==> config.mk <==
export PLATFORM = sky130hd
export DESIGN_NAME = process_table_scheduler_top
export DESIGN_NICKNAME = d
export VERILOG_FILES = /design/src/sv/pts_pkg.sv /design/src/sv/pts_table.sv /design/src/sv/process_table_scheduler_top.sv
export SDC_FILE = /design/constraint.sdc
export NUM_CORES = 2
export LEC_CHECK = 0
export CAP_MARGIN = 40
export CORE_AREA = 2 2 423 425
export CTS_CLUSTER_DIAMETER = 80
export CTS_CLUSTER_SIZE = 12
export DETAILED_ROUTE_END_ITERATION = 6
export DIE_AREA = 0 0 425 427
export DONT_BUFFER_PORTS = 1
export HOLD_SLACK_MARGIN = 0.12
export PLACE_DENSITY = 0.72
export SLEW_MARGIN = 20
export SYNTH_ARGS = -nofsm -noshare
export SYNTH_HDL_FRONTEND = slang
export SYNTH_HIERARCHICAL = 1
export SYNTH_SLANG_ARGS = --single-unit
==> constraint.sdc <==
create_clock -name clk -period 5.3 [get_ports clk]
set_clock_uncertainty 0.2 [all_clocks]
set_input_delay 0.53 -clock clk [delete_from_list [all_inputs] [get_ports clk]]
set_output_delay 0.53 -clock clk [all_outputs]
set_load 0.05 [all_outputs]
==> src/sv/pts_pkg.sv <==
package pts_pkg;

  // Defaults for the top-level parameters
  localparam int SLOTS_DEF    = 64;
  localparam int PID_BITS_DEF = 16;

  // Input word layout
  localparam int IN_DW   = 32;
  localparam int IN_UW   = 8;
  localparam int OUT_UW  = 8;
  localparam int WPID_W  = 17;
  localparam int CODE_W  = 8;

  // Operation codes carried in in_tuser
  typedef enum logic [2:0] {
    K_CREATE   = 3'd0,
    K_FORK     = 3'd1,
    K_DISPATCH = 3'd2,
    K_YIELD    = 3'd3,
    K_EXIT     = 3'd4,
    K_WAIT     = 3'd5
  } kind_t;

  // Result codes carried in out_tuser
  typedef enum logic [2:0] {
    OC_OK         = 3'd0,
    OC_FULL       = 3'd1,
    OC_NONE_RUN   = 3'd2,
    OC_NO_CHILD   = 3'd3,
    OC_NONE_READY = 3'd4,
    OC_SLEPT      = 3'd5,
    OC_NO_CUR     = 3'd6
  } outcome_t;

  // Life state of a table entry
  typedef enum logic [2:0] {
    L_UNUSED   = 3'd0,
    L_RUNNABLE = 3'd1,
    L_RUNNING  = 3'd2,
    L_SLEEPING = 3'd3,
    L_ZOMBIE   = 3'd4
  } life_t;

  // Sequencer states
  typedef enum logic [2:0] {
    S_IDLE,
    S_RD,
    S_MOD,
    S_SCAN,
    S_ORPH,
    S_RESP
  } state_t;

  // Table port controls
  typedef struct packed {
    logic we;
    logic clr;
  } pts_ctl_t;

endpackage

==> src/sv/pts_table.sv <==
module pts_table #(
  parameter int SLOTS = pts_pkg::SLOTS_DEF,
  parameter int EW    = 40
) (
  input  logic                     clk,
  input  logic                     rst_n,
  input  pts_pkg::pts_ctl_t        ctl,
  input  logic [$clog2(SLOTS)-1:0] waddr,
  input  logic [EW-1:0]            wdata,
  input  logic [$clog2(SLOTS)-1:0] raddr,
  output logic [EW-1:0]            rdata
);

  logic [EW-1:0]    mem [SLOTS];
  logic [SLOTS-1:0] vld_r;
  logic [EW-1:0]    mem_q;
  logic             rv_q;

  // Track written entries; an entry never written reads as all zero
  always_ff @(posedge clk) begin
    if (!rst_n) begin
      vld_r <= '0;
    end else if (ctl.we) begin
      vld_r[waddr] <= 1'b1;
    end else if (ctl.clr) begin
      vld_r[waddr] <= 1'b0;
    end
  end

  // Write port and registered read port
  always_ff @(posedge clk) begin
    if (ctl.we) begin
      mem[waddr] <= wdata;
    end
    mem_q <= mem[raddr];
    rv_q  <= vld_r[raddr];
  end

  assign rdata = rv_q ? mem_q : '0;

endmodule

==> src/sv/process_table_scheduler_top.sv <==
// Channel | Ports                    | Word
// in      | in_tvalid/in_tready      | tuser: kind; tdata: wait_pid, no_hang, exit_code
// out     | out_tvalid/out_tready    | tuser: outcome; tdata: slot_index, pid_value,
//         |                          |        reaped_status
// Create, fork, dispatch and wait scan the table, one entry read per scan step; a reaping
// wait scans it once more to detach children. Yield and exit rewrite the current entry.
// Unknown kinds, and fork, yield, exit or wait without a current slot, go straight to the result.
// in_tready is high only while the sequencer is idle; one result is held in the
// output register so the next word is taken while out_tready is low.
// rst_n (synchronous) clears all entries, pid counter to 1, no current slot.
module process_table_scheduler_top #(
  parameter int SLOTS    = pts_pkg::SLOTS_DEF,
  parameter int PID_BITS = pts_pkg::PID_BITS_DEF
) (
  input  logic                          clk,
  input  logic                          rst_n,
  input  logic                          in_tvalid,
  output logic                          in_tready,
  // [16:0] wait_pid, [17] no_hang, [25:18] exit_code
  input  logic [pts_pkg::IN_DW-1:0]     in_tdata,
  // [2:0] kind
  input  logic [pts_pkg::IN_UW-1:0]     in_tuser,
  output logic                          out_tvalid,
  input  logic                          out_tready,
  // slot_index, pid_value, reaped_status from bit 0 up
  output logic [((($clog2(SLOTS) + PID_BITS + 8) + 7) / 8) * 8 - 1:0] out_tdata,
  // [2:0] outcome
  output logic [pts_pkg::OUT_UW-1:0]    out_tuser
);

  localparam int SW     = $clog2(SLOTS);
  localparam int OUT_DW = (((SW + PID_BITS + 8) + 7) / 8) * 8;
  localparam int EW     = 3 + PID_BITS + 1 + SW + 8;
  localparam int O_PAR  = 8;
  localparam int O_PV   = 8 + SW;
  localparam int O_PID  = 9 + SW;
  localparam int O_LIFE = 9 + SW + PID_BITS;
  localparam int CW     = (PID_BITS > 16) ? PID_BITS + 1 : 17;

  pts_pkg::state_t   st_r, st_nxt;
  pts_pkg::kind_t    op_r, op_nxt;
  logic [16:0]       wpid_r, wpid_nxt;
  logic              nohang_r, nohang_nxt;
  logic [7:0]        code_r, code_nxt;
  logic [SW-1:0]     cur_r, cur_nxt;
  logic              has_cur_r, has_cur_nxt;
  logic [PID_BITS-1:0] pidc_r, pidc_nxt;
  logic [SW-1:0]     sstart_r, sstart_nxt;
  logic [SW-1:0]     addr_r, addr_nxt;
  logic [SW:0]       cnt_r, cnt_nxt;
  logic              pv_r, pv_nxt;
  logic              plast_r, plast_nxt;
  logic [SW-1:0]     paddr_r, paddr_nxt;
  logic              child_r, child_nxt;
  logic [SW-1:0]     tgt_r, tgt_nxt;
  logic              phase_r, phase_nxt;
  logic [SW-1:0]     found_r, found_nxt;
  pts_pkg::outcome_t res_oc_r, res_oc_nxt;
  logic [SW-1:0]     res_slot_r, res_slot_nxt;
  logic [PID_BITS-1:0] res_pid_r, res_pid_nxt;
  logic [7:0]        res_st_r, res_st_nxt;
  logic              ov_r, ov_nxt;
  pts_pkg::outcome_t oc_o_r, oc_o_nxt;
  logic [SW-1:0]     slot_o_r, slot_o_nxt;
  logic [PID_BITS-1:0] pid_o_r, pid_o_nxt;
  logic [7:0]        st_o_r, st_o_nxt;

  pts_pkg::pts_ctl_t ctl;
  logic [SW-1:0]     waddr, raddr;
  logic [EW-1:0]     wdata, rd;

  // Fields of the entry just read
  pts_pkg::life_t      e_life;
  logic [PID_BITS-1:0] e_pid;
  logic                e_pv;
  logic [SW-1:0]       e_par;
  logic [7:0]          e_exit;
  logic                is_child, w_any, w_pos, pid_eq, reapable;
  logic [PID_BITS-1:0] pid_inc;

  assign e_life = pts_pkg::life_t'(rd[O_LIFE +: 3]);
  assign e_pid  = rd[O_PID +: PID_BITS];
  assign e_pv   = rd[O_PV];
  assign e_par  = rd[O_PAR +: SW];
  assign e_exit = rd[7:0];

  assign is_child = e_pv && (e_par == cur_r);
  assign w_any    = (wpid_r == 17'h1FFFF);
  assign w_pos    = !wpid_r[16] && (wpid_r != 17'd0);
  assign pid_eq   = (CW'(e_pid) == CW'(wpid_r[15:0]));
  assign reapable = is_child && (e_life == pts_pkg::L_ZOMBIE) && (w_any || (w_pos && pid_eq));
  assign pid_inc  = pidc_r + PID_BITS'(1);

  pts_table #(
    .SLOTS (SLOTS),
    .EW    (EW)
  ) u_table (
    .clk   (clk),
    .rst_n (rst_n),
    .ctl   (ctl),
    .waddr (waddr),
    .wdata (wdata),
    .raddr (raddr),
    .rdata (rd)
  );

  // Sequencer registers
  always_ff @(posedge clk) begin
    if (!rst_n) begin
      st_r      <= pts_pkg::S_IDLE;
      has_cur_r <= 1'b0;
      cur_r     <= '0;
      pidc_r    <= PID_BITS'(1);
      sstart_r  <= '0;
      cnt_r     <= '0;
      pv_r      <= 1'b0;
      ov_r      <= 1'b0;
    end else begin
      st_r      <= st_nxt;
      has_cur_r <= has_cur_nxt;
      cur_r     <= cur_nxt;
      pidc_r    <= pidc_nxt;
      sstart_r  <= sstart_nxt;
      cnt_r     <= cnt_nxt;
      pv_r      <= pv_nxt;
      ov_r      <= ov_nxt;
    end
  end

  // Payload registers
  always_ff @(posedge clk) begin
    op_r       <= op_nxt;
    wpid_r     <= wpid_nxt;
    nohang_r   <= nohang_nxt;
    code_r     <= code_nxt;
    addr_r     <= addr_nxt;
    plast_r    <= plast_nxt;
    paddr_r    <= paddr_nxt;
    child_r    <= child_nxt;
    tgt_r      <= tgt_nxt;
    phase_r    <= phase_nxt;
    found_r    <= found_nxt;
    res_oc_r   <= res_oc_nxt;
    res_slot_r <= res_slot_nxt;
    res_pid_r  <= res_pid_nxt;
    res_st_r   <= res_st_nxt;
    oc_o_r     <= oc_o_nxt;
    slot_o_r   <= slot_o_nxt;
    pid_o_r    <= pid_o_nxt;
    st_o_r     <= st_o_nxt;
  end

  // Next state and table access
  always_comb begin
    st_nxt       = st_r;
    op_nxt       = op_r;
    wpid_nxt     = wpid_r;
    nohang_nxt   = nohang_r;
    code_nxt     = code_r;
    cur_nxt      = cur_r;
    has_cur_nxt  = has_cur_r;
    pidc_nxt     = pidc_r;
    sstart_nxt   = sstart_r;
    addr_nxt     = addr_r;
    cnt_nxt      = cnt_r;
    pv_nxt       = 1'b0;
    plast_nxt    = plast_r;
    paddr_nxt    = paddr_r;
    child_nxt    = child_r;
    tgt_nxt      = tgt_r;
    phase_nxt    = phase_r;
    found_nxt    = found_r;
    res_oc_nxt   = res_oc_r;
    res_slot_nxt = res_slot_r;
    res_pid_nxt  = res_pid_r;
    res_st_nxt   = res_st_r;
    ov_nxt       = ov_r;
    oc_o_nxt     = oc_o_r;
    slot_o_nxt   = slot_o_r;
    pid_o_nxt    = pid_o_r;
    st_o_nxt     = st_o_r;
    ctl          = '0;
    waddr        = paddr_r;
    wdata        = rd;
    raddr        = addr_r;

    // Drop the held result once taken
    if (ov_r && out_tready) begin
      ov_nxt = 1'b0;
    end

    unique case (st_r)
      pts_pkg::S_IDLE: begin
        if (in_tvalid) begin
          op_nxt       = pts_pkg::kind_t'(in_tuser[2:0]);
          wpid_nxt     = in_tdata[16:0];
          nohang_nxt   = in_tdata[17];
          code_nxt     = in_tdata[25:18];
          res_oc_nxt   = pts_pkg::OC_OK;
          res_slot_nxt = '0;
          res_pid_nxt  = '0;
          res_st_nxt   = '0;
          cnt_nxt      = '0;
          addr_nxt     = '0;
          child_nxt    = 1'b0;
          tgt_nxt      = cur_r;
          phase_nxt    = 1'b0;
          st_nxt       = pts_pkg::S_RESP;
          unique case (pts_pkg::kind_t'(in_tuser[2:0]))
            pts_pkg::K_CREATE: st_nxt = pts_pkg::S_SCAN;
            pts_pkg::K_DISPATCH: begin
              if (has_cur_r) begin
                st_nxt = pts_pkg::S_RD;
              end else begin
                addr_nxt = sstart_r;
                st_nxt   = pts_pkg::S_SCAN;
              end
            end
            pts_pkg::K_FORK, pts_pkg::K_WAIT: begin
              if (has_cur_r) st_nxt = pts_pkg::S_SCAN;
              else res_oc_nxt = pts_pkg::OC_NO_CUR;
            end
            pts_pkg::K_YIELD, pts_pkg::K_EXIT: begin
              if (has_cur_r) st_nxt = pts_pkg::S_RD;
              else res_oc_nxt = pts_pkg::OC_NO_CUR;
            end
            default: st_nxt = pts_pkg::S_RESP;
          endcase
        end
      end

      pts_pkg::S_RD: begin
        raddr  = tgt_r;
        st_nxt = pts_pkg::S_MOD;
      end

      // Read-modify-write of one entry
      pts_pkg::S_MOD: begin
        waddr  = tgt_r;
        st_nxt = pts_pkg::S_RESP;
        case (op_r)
          pts_pkg::K_DISPATCH, pts_pkg::K_YIELD: begin
            if (e_life == pts_pkg::L_RUNNING) begin
              ctl.we = 1'b1;
              wdata  = {pts_pkg::L_RUNNABLE, rd[O_LIFE-1:0]};
            end
            if (op_r == pts_pkg::K_DISPATCH) begin
              cnt_nxt  = '0;
              addr_nxt = sstart_r;
              st_nxt   = pts_pkg::S_SCAN;
            end
          end
          pts_pkg::K_EXIT: begin
            if (!phase_r) begin
              ctl.we      = 1'b1;
              wdata       = {pts_pkg::L_ZOMBIE, rd[O_LIFE-1:8], code_r};
              has_cur_nxt = 1'b0;
              if (e_pv) begin
                tgt_nxt   = e_par;
                phase_nxt = 1'b1;
                st_nxt    = pts_pkg::S_RD;
              end
            end else if (e_life == pts_pkg::L_SLEEPING) begin
              ctl.we = 1'b1;
              wdata  = {pts_pkg::L_RUNNABLE, rd[O_LIFE-1:0]};
            end
          end
          pts_pkg::K_WAIT: begin
            ctl.we     = 1'b1;
            wdata      = {pts_pkg::L_SLEEPING, rd[O_LIFE-1:0]};
            res_oc_nxt = pts_pkg::OC_SLEPT;
          end
          default: st_nxt = pts_pkg::S_RESP;
        endcase
      end

      pts_pkg::S_SCAN, pts_pkg::S_ORPH: begin
        // Issue the next read
        if (cnt_r < (SW + 1)'(SLOTS)) begin
          pv_nxt    = 1'b1;
          paddr_nxt = addr_r;
          plast_nxt = (cnt_r == (SW + 1)'(SLOTS - 1));
          cnt_nxt   = cnt_r + (SW + 1)'(1);
          addr_nxt  = (addr_r == SW'(SLOTS - 1)) ? '0 : addr_r + SW'(1);
        end
        if (st_r == pts_pkg::S_ORPH) begin
          // Detach children of the reaped slot
          if (pv_r && e_pv && (e_par == found_r)) begin
            ctl.we = 1'b1;
            wdata  = {rd[EW-1:O_PV+1], 1'b0, SW'(0), e_exit};
          end
          if (pv_r && plast_r) st_nxt = pts_pkg::S_RESP;
        end else if (pv_r) begin
          case (op_r)
            pts_pkg::K_CREATE, pts_pkg::K_FORK: begin
              if (e_life == pts_pkg::L_UNUSED) begin
                ctl.we = 1'b1;
                if (op_r == pts_pkg::K_FORK) begin
                  wdata = {pts_pkg::L_RUNNABLE, pidc_r, 1'b1, cur_r, 8'd0};
                end else begin
                  wdata       = {pts_pkg::L_RUNNABLE, pidc_r, 1'b0, SW'(0), 8'd0};
                  cur_nxt     = paddr_r;
                  has_cur_nxt = 1'b1;
                end
                pidc_nxt     = (pid_inc == '0) ? PID_BITS'(1) : pid_inc;
                res_slot_nxt = paddr_r;
                res_pid_nxt  = pidc_r;
                pv_nxt       = 1'b0;
                st_nxt       = pts_pkg::S_RESP;
              end else if (plast_r) begin
                res_oc_nxt = pts_pkg::OC_FULL;
                st_nxt     = pts_pkg::S_RESP;
              end
            end
            pts_pkg::K_DISPATCH: begin
              if (e_life == pts_pkg::L_RUNNABLE) begin
                ctl.we       = 1'b1;
                wdata        = {pts_pkg::L_RUNNING, rd[O_LIFE-1:0]};
                cur_nxt      = paddr_r;
                has_cur_nxt  = 1'b1;
                sstart_nxt   = (paddr_r == SW'(SLOTS - 1)) ? '0 : paddr_r + SW'(1);
                res_slot_nxt = paddr_r;
                res_pid_nxt  = e_pid;
                pv_nxt       = 1'b0;
                st_nxt       = pts_pkg::S_RESP;
              end else if (plast_r) begin
                res_oc_nxt = pts_pkg::OC_NONE_RUN;
                st_nxt     = pts_pkg::S_RESP;
              end
            end
            pts_pkg::K_WAIT: begin
              child_nxt = child_r | is_child;
              if (reapable) begin
                ctl.clr      = 1'b1;
                found_nxt    = paddr_r;
                res_slot_nxt = paddr_r;
                res_pid_nxt  = e_pid;
                res_st_nxt   = e_exit;
                cnt_nxt      = '0;
                addr_nxt     = '0;
                pv_nxt       = 1'b0;
                st_nxt       = pts_pkg::S_ORPH;
              end else if (plast_r) begin
                if (nohang_r) begin
                  res_oc_nxt = pts_pkg::OC_NONE_READY;
                  st_nxt     = pts_pkg::S_RESP;
                end else if (!(child_r || is_child)) begin
                  res_oc_nxt = pts_pkg::OC_NO_CHILD;
                  st_nxt     = pts_pkg::S_RESP;
                end else begin
                  tgt_nxt = cur_r;
                  st_nxt  = pts_pkg::S_RD;
                end
              end
            end
            default: st_nxt = pts_pkg::S_RESP;
          endcase
        end
      end

      // Hand the result to the output register
      pts_pkg::S_RESP: begin
        if (!ov_r || out_tready) begin
          ov_nxt     = 1'b1;
          oc_o_nxt   = res_oc_r;
          slot_o_nxt = res_slot_r;
          pid_o_nxt  = res_pid_r;
          st_o_nxt   = res_st_r;
          st_nxt     = pts_pkg::S_IDLE;
        end
      end

      default: st_nxt = pts_pkg::S_IDLE;
    endcase
  end

  assign in_tready  = (st_r == pts_pkg::S_IDLE);
  assign out_tvalid = ov_r;
  assign out_tuser  = {(pts_pkg::OUT_UW - 3)'(0), oc_o_r};
  assign out_tdata  = {(OUT_DW - SW - PID_BITS - 8)'(0), st_o_r, pid_o_r, slot_o_r};

  // The current slot is lost only through an exit
  a_cur_exit: assert property (@(posedge clk) disable iff (!rst_n)
    $fell(has_cur_r) |-> $past(op_r == pts_pkg::K_EXIT))
    else $error("current slot dropped outside exit");

  // Pid zero is never handed out
  a_pid_nz: assert property (@(posedge clk) disable iff (!rst_n)
    pidc_r != '0)
    else $error("pid counter reached zero");

  // Scan counter stays within the table
  a_cnt_rng: assert property (@(posedge clk) disable iff (!rst_n)
    cnt_r <= (SW + 1)'(SLOTS))
    else $error("scan counter past table end");

  // A new result appears only from the response state
  a_out_src: assert property (@(posedge clk) disable iff (!rst_n)
    $rose(ov_r) |-> $past(st_r == pts_pkg::S_RESP))
    else $error("result raised outside response state");

endmodule

# After elaboration in Yosys (flattened, before gate mapping)

Memories as Yosys holds them, arrays and structs flattened. A register that Yosys moved wholly into a read port is not among the register bits.
Index checks and enable logic that the tools add are counted.

Flip-flop bits (word level): 228
Bits in latches: 0
Memory bits (writable): 2176
Memory bits (read-only): 0
Output and inout port bits: 42
Memories: 1

Memory list:

| name        | words | bits a word | read ports | clocked after memory_dff | wr ports | line            | text |
|---|---|---|---|---|---|---|---|
| u_table.mem | 64    | 34          | 1          | 1                        | 1        | pts_table.sv:14 | `logic [EW-1:0] mem [SLOTS];` |

$add $sub $neg: 4
Multipliers: 0
Div/mod/pow operators: 0
Order comparisons: 4
Equal/unequal tests: 61
Shift-type cells: 0
Mux-type cells: 164
Bitwise logic cells: 5
Reductions and logical operators: 50

Operators with widths:

| kind               | count |
|---|---|
| $mux 34            | 8 |
| $mux 6             | 33 |
| $pmux 34 s2        | 2 |
| $mux 64            | 2 |
| $mux 16            | 7 |
| $pmux 34 s3        | 1 |
| $mux 3             | 31 |
| $and 64x64->64     | 1 |
| $not 64->64        | 1 |
| $or 64x64->64      | 1 |
| $mux 7             | 8 |
| $pmux 6 s3         | 3 |
| $pmux 16 s3        | 1 |
| $mux 8             | 5 |
| $mux 1             | 38 |
| $ne 3x3->1 const B | 12 |
| $pmux 16 s2        | 1 |
| $mux 15            | 2 |
| $ne 2x2->1 const B | 14 |
| $pmux 3 s3         | 3 |
| $reduce_and 5->1   | 5 |
| $eq 3x2->1 const B | 8 |
| $pmux 6 s2         | 2 |
| $eq 3x3->1 const B | 7 |
| 48 further kinds   | 92 |

# Logic depth before layout (Yosys ltp)

Depth in word-level cells: 12
Gate-level depth with buffers: 15

# Modules after synthesis

Netlist, hierarchy kept.

Modules (own cells, without submodules):

| module                      | times used | cells each | area each (um2) | seq. area each (um2) |
|---|---|---|---|---|
| pts_table                   | 1          | 3889       | 86546.8         | 67324.6 |
| process_table_scheduler_top | 1          | 832        | 8394.3          | 4484.3 |

# Worst setup path before layout

OpenSTA, ideal clock, no wires.

Path type: register to register
Start: register u_table.rv_q
End: memory u_table/mem[0][4] in the netlist's numbering (data pin)
Library setup time: 702 ps
Data arrival time: 4370 ps
Required time: 4398 ps
Slack: 28 ps
Stages on the path, launching flop included: 11
Path buffers: 4
Period minus slack after synthesis: 5272 ps
Path through: dfxtp_1 -> clkbuf_1 -> and2_1 -> clkbuf_1 -> nor3_1 -> and4_1 -> nand2_1 -> buf_2 -> buf_4 -> nand2_1 -> o21ai_0

Cells in the longest elaborated chain, start to end: 7
Elaborated cells on any way between the ends: 13

Ends and longest elaborated chain:

| what                     | line                               | text |
|---|---|---|
| start: declaration       | pts_table.sv:17                    | `logic rv_q;` |
| start signal: assignment | pts_table.sv:36                    | `rv_q <= vld_r[raddr];` |
| $mux 34                  | pts_table.sv:39                    | `assign rdata = rv_q ? mem_q : '0;` |
| via rd[31]               | process_table_scheduler_top.sv:70  | `logic [EW-1:0] wdata, rd;` |
| $logic_not 3->1          | process_table_scheduler_top.sv:296 | `if (e_life == pts_pkg::L_UNUSED) begin` |
| $mux 34                  | process_table_scheduler_top.sv:296 |  |
| $pmux 34 s2              | process_table_scheduler_top.sv:294 | `case (op_r)` |
| $mux 34                  | process_table_scheduler_top.sv:293 | `end else if (pv_r) begin` |
| $mux 34                  | process_table_scheduler_top.sv:286 | `if (st_r == pts_pkg::S_ORPH) begin` |
| $pmux 34 s2              | process_table_scheduler_top.sv:192 | `unique case (st_r)` |
| via wdata[4]             | process_table_scheduler_top.sv:70  |  |
| end: declaration         | pts_table.sv:14                    |  |

The timed path passes the listed nets, and every way through them passes these cells.

# Final worst setup path

Start: register st_r[1]
End: register u_table.mem_q[18], read port of u_table.mem

Cells in the longest elaborated chain, start to end: 2

Ends and longest elaborated chain:

| what                     | line                               | text |
|---|---|---|
| start: declaration       | process_table_scheduler_top.sv:40  | `pts_pkg::state_t st_r, st_nxt;` |
| start signal: assignment | process_table_scheduler_top.sv:110 | `st_r <= pts_pkg::S_IDLE;` |
| start signal: assignment | process_table_scheduler_top.sv:119 | `st_r <= st_nxt;` |
| $eq 3x1->1               | process_table_scheduler_top.sv:192 |  |
| $mux 6                   | process_table_scheduler_top.sv:192 |  |
| via raddr[0]             | process_table_scheduler_top.sv:69  | `logic [SW-1:0] waddr, raddr;` |
| end: declaration         | pts_table.sv:16                    | `logic [EW-1:0] mem_q;` |

The timed path passes the listed nets, and every way through them passes these cells.
A chain may end at the register's enable or synchronous reset.

==> results.toml <==
[run_status]
status = "complete, no violations"

[critical_path]
required_ns = 5.89
path_class = "reg -> reg"
crit_path_top_delay_cell = "nor4_1"
endpoint_kind = "flop"
path_cells = "buf_4 > nand2b_1 > nor2_1 > buf_4 > mux2_8 > buf_16 > buf_4 > buf_4 > mux4_2 > o22ai_1 > nor4_1 > buf_4 > o22a_1"
cpMostUsedCell = "buf_4"
startpoint_type = "flop"
cp.arrival_ns = 4.97
cp_max_fo = 40
cp-startpoint = "st_r[1]$_SDFFE_PN0P_"
r2r_start = "st_r[1]$_SDFFE_PN0P_"
worst_path_largest_cell_delay_ns = 0.66

[detailed_routing]
remaining_drc_errors = 0
vias_per_cell = 6.57
first_pass_iters = 6
top_layer = "met5"
met1_length_microns = 91300
wl_per_cell_microns = 32.4
wl_met3_microns = 25500
routed_wl_microns = 243000
drt_iter0_drc = 7264
dr_wl_met2_microns = 117000
ant_nets = 0
vias = 49300

[yosys]
synth_top_area_cell = "edfxtp_1"
synth_top_area_share_pct = 72.7
ys_ff_latch = 2438
synth_edf_count = 2298
synth_area_leaders = "edfxtp_1 (73%), mux4_2 (13%), dfxtp_1 (3.0%)"
synthCells = 4721
syn_area_sq_um = 94900
syn_area_per_cell_sq_um = 20.1
synthFlopType = "edfxtp_1"
async_reset_ff_share_pct = 0
synth.most_common_cell = "edfxtp_1"
yosysWarnings = 6
yosysUniqueCellTypes = 82
synthTopCellsByCount = "edfxtp_1 (2298), mux4_2 (552), nand2_1 (218)"
ys_seq_area_share_pct = 75.6

[min_path]
worstHoldStart = "in_tuser[2]"
hold_class = "in -> reg"

[sta]
finalHoldViolations = 0
worstMarginPinSlew_ns = 1.04
whs_ns = 0.182
setup_viol = 0
min_period_ns = 4.38
slew_viol_final = 0
slew_headroom_pct = 29.8
fin_crit_sh_pct = 82.6
rsz0062_at_grt = "no"
tns_ns = 0
fmax_mhz = 228
setup_ws_ns = 0.924

[global_route]
grt_max_degree = 118
grt_pass1_wl_microns = 349000
antenna_found_initial = 13
grt_usage_pct = 27.0
overflow = 0
grt_pass1_vias = 48900

[final_layout]
fillers = 12200
seqCellArea_sq_um = 71800
fin_nets = 5062
area_delta_synth_final_pct = 12.9
drive_gt1_share_pct = 24.1
finalInstanceArea_sq_um = 107000
multi_input_area_sq_um = 22300

[floorplanning]
coreArea_sq_um = 177000
start_util_pct = 53.6
io_pins = 86
die-area_sq_um = 181000
row_count = 155
die_y_microns = 427
die_x_microns = 425

[power]
power.density_nw_per_um2 = 566
p_leak_uw = 0.0339
pwr-share-seq_pct = 39.8
internal_power_uw = 39800
ir_worst_vdd_v = 0.000572
combPwrFrac_pct = 36.4
switchingPower_uw = 20900
p_clk_share_pct = 23.8
switching_share_pct = 34.4

[clock_tree]
path_clk_slew_ns = 0.07
post-cts-setup-buffers = 0
clock-sinks = 2438
clock_path_buffers = 3
clock_latency_ns = 0.88
cts_tree = "yes"
cts_made_buffers = 221
clock-root-buffer = "clkbuf_16"
htreeDepth = 4

[placement]
place_worst_setup_slack_ns = 1.05
dp_hpwl_microns = 144000
port_buffers = 0
dpl_cell_area_sq_um = 100000
gp_congestion = 0.909

[flow_run]
drv_cap = 0
-- cell families after synthesis --
| logic type | count (synthesis) | synth area share (%) |
|---|---|---|
| AOI/OAI and AO/OA | 557 | 3.99 |
| other | 1 | 0.00395 |
| adders and majority gates | 4 | 0.0527 |
| muxes | 685 | 14.5 |
| xor gates and xnor gates | 47 | 0.434 |
| and+or+nand+nor | 700 | 3.71 |
| buffers and inverters | 289 | 1.63 |
| DFF | 2438 | 75.6 |
-- registers in the layout (all words and copies together), names as in the netlist, 6 cells and up, named ones only --
signal,flops
cnt_r,7
u_table/mem_q,34
slot_o_r,6
u_table/mem,2176
cur_r,6
res_pid_r,16
res_st_r,8
res_slot_r,6
wpid_r,17
pidc_r,16
paddr_r,6
addr_r,6
sstart_r,6
st_o_r,8
pid_o_r,16
tgt_r,6
found_r,6
code_r,8
-- layout make-up --
cell class	instances	area share, %
timing repair buffer	346	3.54
clock inverter	13	0.163
inverter	7	0.0245
antenna	3	0.00700
multi-input combinational	2000	20.8
sequential	2438	67.0
tap	2355	2.75
clock buffer	352	5.70
-- power groups by stage --
stage | logic, uW | clock network, uW | registers, uW
detailed placement | 21800 | 0 | 24500
finish | 22100 | 14500 | 24200
floorplan | 13300 | 0 | 24500
global placement | 21200 | 0 | 24500
CTS | 21900 | 14600 | 24100
global route | 22900 | 15300 | 24200
-- worst max-delay path, delay by kind of cell, from the launching register on --
| kind | cells | cell delay (ns) |
|---|---|---|
| buffers and inverters | 6 | 1.49 |
| and+or+nand+nor | 3 | 0.97 |
| muxes | 2 | 0.85 |
| DFF | 1 | 0.33 |
| AOI/OAI and AO/OA | 2 | 0.28 |
-- final timing paths --
| kind | endpoint | slack, ns | depth (start not counted) |
|---|---|---|---|
| worst max-delay path | u_table/mem_q[18]$_DFF_P_ | 0.92 | 13 |
| worst max register to register | u_table/mem_q[18]$_DFF_P_ | 0.92 | 13 |
| worst min register to register | st_o_r[2]$_DFFE_PP_ | 0.22 | 0 |
| worst min-delay path | addr_r[4]$_DFFE_PP_ | 0.18 | 4 |
-- cell usage in the layout (no fill, tap or decap), types with 21 or more instances in the layout --
cell and instances:
buf_12 75, nor2_4 64, clkbuf_16 225, clkbuf_1 127, xnor2_1 24, mux2i_1 100, o21ai_0 53, and2_1 62
mux4_2 552, o22ai_1 137, xor2_1 23, dlygate4sd3_1 59, a21oi_1 71, o221ai_1 26, mux2_2 29, o21a_1 134
nor3_1 30, buf_4 204, nand2_1 203, edfxtp_1 2298, nor4_1 40, nor2b_1 35, nand2b_1 21, nor2_1 83
nand3_1 45, dfxtp_1 140, a211oi_1 21
-- layer usage --
layer / track usage [%] / vias up
li1: - / 20000
met1: 37.4 / 25900
met2: 43.0 / 3027
met3: 5.16 / 437
met4: 10.2 / 6
met5: 0 / -
-- stage by stage --
stage,utilization (%),power [uW],cells
final,60.5,60700,7514
after global routing,60.5,62500,7511
after CTS,60.4,60700,7508
after detailed placement,56.6,46300,7083
after global placement,56.4,45800,7070
after floorplan,-,37800,4727
-- repair_timing --
action | in CTS | in global routing
endpoints found under the setup margin | 0 | 0
gates resized for setup | 0 | 0
hold buffers | 60 | 0
hold endpoints to repair | 200 | 0
(Power assumes the default switching activity.)
